<file path="config.mk">
export PLATFORM = sky130hd
export DESIGN_NAME = cpt_back_cell
export DESIGN_NICKNAME = d
export VERILOG_FILES = /design/src/hdl/clarke_park_transform_defines.svh /design/src/hdl/cpt_pkg.sv /design/src/hdl/cpt_back_cell.sv
export SDC_FILE = /design/constraint.sdc
export NUM_CORES = 2
export LEC_CHECK = 0
export BUFFER_PORTS_ARGS = -buffer_cell sky130_fd_sc_hd__buf_2
export CAP_MARGIN = 20
export CORE_ASPECT_RATIO = 2
export CORE_MARGIN = 2
export CORE_UTILIZATION = 52
export CTS_BUF_LIST = sky130_fd_sc_hd__clkbuf_4
export DETAILED_ROUTE_END_ITERATION = 8
export GPL_TIMING_DRIVEN = 0
export PLACE_DENSITY = 0.73
export SYNTH_ARGS = -nofsm -noshare
export SYNTH_HDL_FRONTEND = slang
export SYNTH_SLANG_ARGS = --single-unit
export TNS_END_PERCENT = 10
</file>
<file path="constraint.sdc">
create_clock -name aclk -period 8.2 [get_ports aclk]
set_input_delay 0.41 -clock aclk [delete_from_list [all_inputs] [get_ports aclk]]
set_output_delay 0.41 -clock aclk [all_outputs]
set_load 0.05 [all_outputs]
</file>
<file path="src/hdl/clarke_park_transform_defines.svh">
// ----------------------------------------------------------------------------
// clarke_park_transform_defines
// assertion macros used by the clarke_park_transform top level
// ----------------------------------------------------------------------------
`ifndef CLARKE_PARK_TRANSFORM_DEFINES_SVH
`define CLARKE_PARK_TRANSFORM_DEFINES_SVH

// implication checked on every clock outside reset
`define CPT_ASSERT_IMPL(label, ante, cons) \
    label: assert property (@(posedge aclk) disable iff (!aresetn) (ante) |-> (cons)) \
        else $error("cpt: implication check failed");

// condition checked at the first clock after reset release
`define CPT_ASSERT_RESET(label, cons) \
    label: assert property (@(posedge aclk) $rose(aresetn) |-> (cons)) \
        else $error("cpt: state after reset check failed");

`endif

</file>
<file path="src/hdl/cpt_pkg.sv">
// ----------------------------------------------------------------------------
// cpt_pkg
// types, widths and constants of the clarke / park axis transform
// ----------------------------------------------------------------------------
package cpt_pkg;

    localparam int DATA_WIDTH  = 16;
    localparam int ANGLE_WIDTH = 16;

    // sine / cosine in q1.15, range -1.0 .. +1.0 inclusive
    localparam int SIN_FRAC = 15;
    localparam int SIN_W    = SIN_FRAC + 2;
    localparam int SIN_ONE  = 1 << SIN_FRAC;

    // quarter-wave polynomial in unsigned q1.30
    localparam int POLY_FRAC = 30;
    localparam int POLY_W    = POLY_FRAC + 1;
    localparam int SIN_S_W   = POLY_W + 1;
    localparam int R_W       = ANGLE_WIDTH - 1;
    localparam int R_SH      = POLY_FRAC - (ANGLE_WIDTH - 2);
    localparam int X2_SH     = 2 * R_SH;

    localparam logic [R_W-1:0]         QUARTER     = R_W'(1) << (ANGLE_WIDTH - 2);
    localparam logic [ANGLE_WIDTH-1:0] ANG_QUARTER = ANGLE_WIDTH'(1) << (ANGLE_WIDTH - 2);

    localparam logic [POLY_W-1:0] C1 = POLY_W'(1686629713);
    localparam logic [POLY_W-1:0] C3 = POLY_W'(693598669);
    localparam logic [POLY_W-1:0] C5 = POLY_W'(85569306);
    localparam logic [POLY_W-1:0] C7 = POLY_W'(5026995);
    localparam logic [POLY_W-1:0] C9 = POLY_W'(172271);

    localparam int HORNER_STEPS = 4;
    localparam logic [POLY_W-1:0] HORNER_COEF [HORNER_STEPS] = '{C7, C5, C3, C1};

    // clarke beta scale, 1/sqrt3 in q0.28
    localparam int K_FRAC  = 28;
    localparam int K_W     = K_FRAC + 1;
    localparam logic signed [K_W-1:0] INV_SQRT3 = K_W'(154981283);

    localparam int SUM_W    = DATA_WIDTH + 2;
    localparam int BPROD_W  = SUM_W + K_W;
    localparam int PROD_W   = DATA_WIDTH + SIN_W;
    localparam int SAT_IN_W = DATA_WIDTH + 3;

    localparam logic signed [SAT_IN_W-1:0] SAT_HI = SAT_IN_W'((2 ** (DATA_WIDTH - 1)) - 1);
    localparam logic signed [SAT_IN_W-1:0] SAT_LO = -SAT_HI - SAT_IN_W'(1);

    localparam logic signed [DATA_WIDTH-1:0] OUT_MAX = DATA_WIDTH'(SAT_HI);
    localparam logic signed [DATA_WIDTH-1:0] OUT_MIN = DATA_WIDTH'(SAT_LO);

    typedef enum logic [1:0] {
        MODE_CLARKE_PARK = 2'b00,
        MODE_PARK        = 2'b01,
        MODE_INV_PARK    = 2'b10
    } mode_t;

    typedef struct packed {
        logic [1:0]                    mode;
        logic signed [DATA_WIDTH-1:0]  in_x;
        logic signed [DATA_WIDTH-1:0]  in_y;
        logic [ANGLE_WIDTH-1:0]        angle;
    } in_t;

    typedef struct packed {
        logic signed [DATA_WIDTH-1:0]  out_first;
        logic signed [DATA_WIDTH-1:0]  out_second;
        logic signed [DATA_WIDTH-1:0]  alpha_out;
        logic signed [DATA_WIDTH-1:0]  beta_out;
        logic                          saturated;
    } out_t;

    typedef struct packed {
        logic [1:0]                    mode;
        logic signed [DATA_WIDTH-1:0]  in_x;
        logic signed [DATA_WIDTH-1:0]  in_y;
        logic signed [BPROD_W-1:0]     beta_prod;
    } ctx_t;

    typedef struct packed {
        logic [R_W-1:0]     r;
        logic [POLY_W-1:0]  x2;
        logic [POLY_W-1:0]  p;
        logic               neg;
    } lane_t;

    typedef struct packed {
        lane_t  sin_l;
        lane_t  cos_l;
        ctx_t   ctx;
    } poly_t;

    typedef struct packed {
        logic signed [SIN_W-1:0]       sn;
        logic signed [SIN_W-1:0]       cs;
        logic [1:0]                    mode;
        logic signed [DATA_WIDTH-1:0]  op_x;
        logic signed [DATA_WIDTH-1:0]  op_y;
        logic signed [DATA_WIDTH-1:0]  alpha_o;
        logic signed [DATA_WIDTH-1:0]  beta_o;
        logic                          clip;
    } sine_t;

    typedef struct packed {
        logic signed [DATA_WIDTH-1:0]  value;
        logic                          clip;
    } sat_t;

    function automatic sat_t saturate(input logic signed [SAT_IN_W-1:0] v);
        sat_t res;
        if (v > SAT_HI) begin
            res.value = OUT_MAX;
            res.clip  = 1'b1;
        end else if (v < SAT_LO) begin
            res.value = OUT_MIN;
            res.clip  = 1'b1;
        end else begin
            res.value = DATA_WIDTH'(v);
            res.clip  = 1'b0;
        end
        return res;
    endfunction

endpackage

</file>
<file path="src/hdl/cpt_back_cell.sv">
// ----------------------------------------------------------------------------
// cpt_back_cell
// final polynomial product, sine / cosine rounding and clarke beta finish
// ----------------------------------------------------------------------------
module cpt_back_cell (
    input  logic             aclk,
    input  logic             aresetn,
    input  logic             in_valid,
    output logic             in_ready,
    input  cpt_pkg::poly_t   in_data,
    output logic             out_valid,
    input  logic             out_ready,
    output cpt_pkg::sine_t   out_data
);

    logic                               c_valid_reg;
    logic [cpt_pkg::SIN_S_W-1:0]        c_s_sin_reg;
    logic [cpt_pkg::SIN_S_W-1:0]        c_s_cos_reg;
    logic                               c_neg_sin_reg;
    logic                               c_neg_cos_reg;
    cpt_pkg::ctx_t                      c_ctx_reg;
    logic                               c_ready;
    logic [cpt_pkg::POLY_W-1:0]         x_sin;
    logic [cpt_pkg::POLY_W-1:0]         x_cos;
    logic [2*cpt_pkg::POLY_W-1:0]       prod_sin;
    logic [2*cpt_pkg::POLY_W-1:0]       prod_cos;

    logic                               d_valid_reg;
    cpt_pkg::sine_t                     d_data_reg;
    cpt_pkg::sine_t                     d_data_next;
    logic                               d_ready;
    logic [cpt_pkg::SIN_S_W:0]          t_sin;
    logic [cpt_pkg::SIN_S_W:0]          t_cos;
    logic [cpt_pkg::SIN_W:0]            v_sin;
    logic [cpt_pkg::SIN_W:0]            v_cos;
    logic [cpt_pkg::SIN_W-1:0]          mag_sin;
    logic [cpt_pkg::SIN_W-1:0]          mag_cos;
    logic signed [cpt_pkg::BPROD_W-1:0] beta_rnd;
    cpt_pkg::sat_t                      beta_sat;

    assign c_ready  = !c_valid_reg || d_ready;
    assign d_ready  = !d_valid_reg || out_ready;
    assign in_ready = c_ready;

    // s = (x * p) >> 30
    always_comb begin
        x_sin    = cpt_pkg::POLY_W'(in_data.sin_l.r) << cpt_pkg::R_SH;
        x_cos    = cpt_pkg::POLY_W'(in_data.cos_l.r) << cpt_pkg::R_SH;
        prod_sin = (2*cpt_pkg::POLY_W)'(x_sin) * (2*cpt_pkg::POLY_W)'(in_data.sin_l.p);
        prod_cos = (2*cpt_pkg::POLY_W)'(x_cos) * (2*cpt_pkg::POLY_W)'(in_data.cos_l.p);
    end

    always_ff @(posedge aclk) begin
        if (!aresetn) begin
            c_valid_reg <= 1'b0;
        end else if (c_ready) begin
            c_valid_reg <= in_valid;
        end
    end

    always_ff @(posedge aclk) begin
        if (in_valid && c_ready) begin
            c_s_sin_reg   <= cpt_pkg::SIN_S_W'(prod_sin >> cpt_pkg::POLY_FRAC);
            c_s_cos_reg   <= cpt_pkg::SIN_S_W'(prod_cos >> cpt_pkg::POLY_FRAC);
            c_neg_sin_reg <= in_data.sin_l.neg;
            c_neg_cos_reg <= in_data.cos_l.neg;
            c_ctx_reg     <= in_data.ctx;
        end
    end

    always_comb begin
        t_sin   = {1'b0, c_s_sin_reg} + ((cpt_pkg::SIN_S_W+1)'(1) << (cpt_pkg::SIN_FRAC - 1));
        t_cos   = {1'b0, c_s_cos_reg} + ((cpt_pkg::SIN_S_W+1)'(1) << (cpt_pkg::SIN_FRAC - 1));
        v_sin   = t_sin[cpt_pkg::SIN_S_W:cpt_pkg::SIN_FRAC];
        v_cos   = t_cos[cpt_pkg::SIN_S_W:cpt_pkg::SIN_FRAC];
        mag_sin = (v_sin > (cpt_pkg::SIN_W+1)'(cpt_pkg::SIN_ONE)) ?
                  cpt_pkg::SIN_W'(cpt_pkg::SIN_ONE) : cpt_pkg::SIN_W'(v_sin);
        mag_cos = (v_cos > (cpt_pkg::SIN_W+1)'(cpt_pkg::SIN_ONE)) ?
                  cpt_pkg::SIN_W'(cpt_pkg::SIN_ONE) : cpt_pkg::SIN_W'(v_cos);

        beta_rnd = c_ctx_reg.beta_prod
                 + (cpt_pkg::BPROD_W'(1) <<< (cpt_pkg::K_FRAC - 1));
        beta_sat = cpt_pkg::saturate(beta_rnd[cpt_pkg::BPROD_W-1:cpt_pkg::K_FRAC]);

        d_data_next.sn   = c_neg_sin_reg ? -$signed(mag_sin) : $signed(mag_sin);
        d_data_next.cs   = c_neg_cos_reg ? -$signed(mag_cos) : $signed(mag_cos);
        d_data_next.mode = c_ctx_reg.mode;
        d_data_next.op_x = c_ctx_reg.in_x;
        if (c_ctx_reg.mode == cpt_pkg::MODE_CLARKE_PARK) begin
            d_data_next.op_y    = beta_sat.value;
            d_data_next.alpha_o = c_ctx_reg.in_x;
            d_data_next.beta_o  = beta_sat.value;
            d_data_next.clip    = beta_sat.clip;
        end else begin
            d_data_next.op_y    = c_ctx_reg.in_y;
            d_data_next.alpha_o = '0;
            d_data_next.beta_o  = '0;
            d_data_next.clip    = 1'b0;
        end
    end

    always_ff @(posedge aclk) begin
        if (!aresetn) begin
            d_valid_reg <= 1'b0;
        end else if (d_ready) begin
            d_valid_reg <= c_valid_reg;
        end
    end

    always_ff @(posedge aclk) begin
        if (c_valid_reg && d_ready) begin
            d_data_reg <= d_data_next;
        end
    end

    assign out_valid = d_valid_reg;
    assign out_data  = d_data_reg;

endmodule

</file>
==> results_tabular.tex <==
\begin{tabular}{lr}
\hline
Metric & Value \\
\hline
\multicolumn{2}{l}{\textbf{Timing}} \\
Worst Max-Slew Pin Slew & 1.19 ns \\
Count of final setup violators & 0 \\
Fin crit share & 0.960 \\
Post-route setup slack & around 0.33 ns \\
Slew HR & 0.204 \\
Minimum clock period after layout & 7.87 ns \\
Highest Clock Rate & 0.127 GHz \\
Final hold violations & 0 \\
Unrepaired setup endpoints after global routing & no \\
Pins over their slew limit & 0 \\
Worst Skew & 0.0370 ns \\
\multicolumn{2}{l}{\textbf{Worst hold path}} \\
Min-Delay Path Depth & 3 \\
Worst min-delay path class & in -> reg \\
\multicolumn{2}{l}{\textbf{Placed design}} \\
Area post-placement & 39,000 µm² \\
Gpl congestion & 1.04 \\
Dpl cells & 4,936 \\
Count of buffers inserted at the top-level ports & between 200 and 300 \\
Worst-case setup slack after placement & -0.838 ns \\
Detailed placer's ending HPWL & 98,400 µm \\
\multicolumn{2}{l}{\textbf{Synthesis}} \\
Synth warn & 0 \\
Gate count after technology mapping & 3,774 \\
Fraction of synthesis flops using an asynchronous set or reset pin & 0 \\
EDFF count, synth & 193 \\
Count of different cell masters after synthesis & 72 \\
Fraction of synthesized cell area taken by the top area cell type & 0.411 \\
Cell taking the most area after synthesis & fa\_1 \\
Main synth FF type & edfxtp\_1 \\
Cell with the most instances after synthesis & inv\_1 \\
Number of flip-flops and latches in the synthesized netlist & 195 \\
Top cells by count, synth & inv\_1, fa\_1, and2\_1 \\
Mapped Area & approximately 36,000 µm² \\
Largest cells by area after synthesis & fa\_1, edfxtp\_1, and2\_1, inv\_1, ha\_1 \\
Proportion of synthesized chip area in sequential cells & 0.160 \\
Mean post-synth cell area & 9.67 µm² \\
Post-Syn Nets & 4,982 \\
\multicolumn{2}{l}{\textbf{Critical path}} \\
Classification of the worst setup path & in -> reg \\
Worst path required time & 8.52 ns \\
Category of the worst setup path launch point & input port \\
Worst EP arrival & 8.19 ns \\
Kind of end point of the critical path & register \\
Critical path peak fanout & 10 \\
Worst Reg2Reg Path Length in Cells & 18 \\
\multicolumn{2}{l}{\textbf{Clock network}} \\
Library cell used as clock root buffer & clkbuf\_4 \\
Number of buffers added for setup after CTS & 0 \\
Sink count of the clock tree & 195 \\
Maximum clock insertion buffer count & 2 \\
Clock transition at the registers of the reported paths & 0.16 ns \\
Later-pin clock latency in the skew report & 0.60 ns \\
Maximum level of the CTS H-tree & 4 \\
Cts bufs inserted & 17 \\
CTS tree & yes \\
\multicolumn{2}{l}{\textbf{Finish}} \\
FF/Latch Area & between 5000 and 6000 µm² \\
Layout fillers & about 6,300 \\
Design Area, Final & between 30,000 and 40,000 µm² \\
Signed area change from the synthesized netlist to the final layout & 9.38\% \\
Flip-flop count of the largest register after layout & 101 \\
Final Util & 0.573 \\
Multi-input gate area in the final layout & 27,000 µm² \\
Non-Filler Instances & 5,033 \\
Layout Nets & 5,316 \\
Layout cell share with drive strength beyond 1 & 0.0784 \\
\multicolumn{2}{l}{\textbf{GRT}} \\
Wire length of the first global-routing pass & approximately 180,000 µm \\
Via count of the first global-routing pass & 31,100 \\
Antenna violations before repair & 15 \\
Remaining global-route overflow & 0 \\
Overall Global Routing Usage & 0.335 \\
Maximum number of pins on one net before global-route repair & 58 \\
\multicolumn{2}{l}{\textbf{Floorplanning}} \\
Number of core rows & 137 \\
Initial Util & 0.524 \\
Chip width & around 190 µm \\
Core outline area & 69,600 µm² \\
Total Die Area & 72,400 µm² \\
Boundary pin count & around 340 \\
Chip Height & 379 µm \\
\multicolumn{2}{l}{\textbf{Routing}} \\
Router iterations before antenna repair & 5 \\
Aggregate routed wire length & 116,000 µm \\
Violation count after the first detailed-routing iteration & 1,442 \\
Post-detailed-route count of antenna-violating nets & 0 \\
Post-detailed-route DRC marker count & 0 \\
Routed vias/inst & about 5.6 \\
Average routed wire per standard cell & 23.1 µm \\
Vias post-DR & 28,000 \\
\multicolumn{2}{l}{\textbf{Status}} \\
Run status & finished clean \\
\multicolumn{2}{l}{\textbf{Flow run}} \\
Max\_cap viols & 0 \\
\hline
\end{tabular}
==> stage by stage <==
step	hold slack (ns)	TNS [ns]
global route	0.0552	0
global placement	0.419	-6.96
floorplan	0.417	0
CTS	0.00732	0
finish	0.0483	0
detailed placement	0.425	-4.39
==> worst max-delay path, stage by stage <==
cell and delay [ns]:
buf_2 0.22, clkbuf_1 0.55, nand2_1 0.18, fa_1 0.54, fa_1 0.51, inv_1 0.05
fa_1 0.59, fa_1 0.46, fa_1 0.50, inv_1 0.05, fa_1 0.50, inv_1 0.05
ha_1 0.32, nand4_1 0.15, nor3_2 0.53, nand2_1 0.23, a2111oi_0 0.43, o22ai_1 0.25
o31ai_1 0.55, nand4_1 0.26, a21oi_1 0.33, nor3_1 0.13, a311o_1 0.37
==> cells in the final DEF, fill, tap and decap left out, types with 5 or more instances in the layout <==
cell / n
nand2_1: 465
nand2b_1: 9
ha_1: 219
o22ai_1: 5
o211ai_1: 10
and3_1: 21
inv_1: 796
a21oi_1: 75
o21a_1: 9
diode_2: 9
nor2b_1: 11
o21bai_1: 13
xor2_1: 45
buf_2: 262
and2_1: 549
xnor2_1: 57
clkbuf_1: 165
a21o_1: 41
a211o_1: 5
and4_1: 7
o21ai_0: 65
nor2_1: 61
o31ai_1: 8
or2_2: 5
fa_1: 748
dlygate4sd3_1: 57
a31oi_1: 11
nor3_1: 27
mux2i_1: 6
edfxtp_1: 193
nand3_1: 43
nand4_1: 18
clkbuf_4: 22
a211oi_1: 11
==> repair_timing <==
item	CTS	global route
endpoints found under the hold margin	57	0
gates resized for setup	1	0
hold buffers	57	0
endpoints found under the setup margin	2	8
pin swaps	0	0
==> area by class of cell <==
cell class | instances | area share
clock inverters | 12 | 0.00364
repair buffers | 319 | 0.0494
flip-flops and latches | 195 | 0.146
inverters | 796 | 0.0749
plain buffers | 178 | 0.0176
multi-input cells | 2601 | 0.676
diodes | 9 | 0.000564
well taps | 903 | 0.0283
clock buffers | 20 | 0.00376
==> routing by layer <==
| metal | part of all wire | global-route usage | vias to the layer above |
|---|---|---|---|
| li1 | - | - | 12100 |
| met1 | 0.28 | 0.295 | 14100 |
| met2 | 0.55 | 0.633 | 1221 |
| met3 | 0.052 | 0.0503 | 556 |
| met4 | 0.12 | 0.306 | 10 |
| met5 | 0.00053 | 0 | - |
==> path summary, 6_finish.rpt <==
path / from / end / slack [ns]
max: in_data[178] / c_s_sin_reg[30] / 0.33
min: in_valid / c_valid_reg / 0.05
max reg2reg: c_s_cos_reg[14] / out_data[69] / 3.04
min reg2reg: c_ctx_reg[66] / out_data[52] / 0.44
==> logic make-up after synthesis <==
family          after synthesis  share of synthesized area
compound gates              285                     0.0500
xor+xnor                    102                     0.0245
fa+ha+maj                   967                      0.486
buf+inv                     978                      0.102
flops                       195                      0.160
mux                           8                    0.00226
simple gates               1239                      0.176
Power is not shown: default switching activity piles up to over one toggle a cycle in this logic, so the estimate is an artifact.
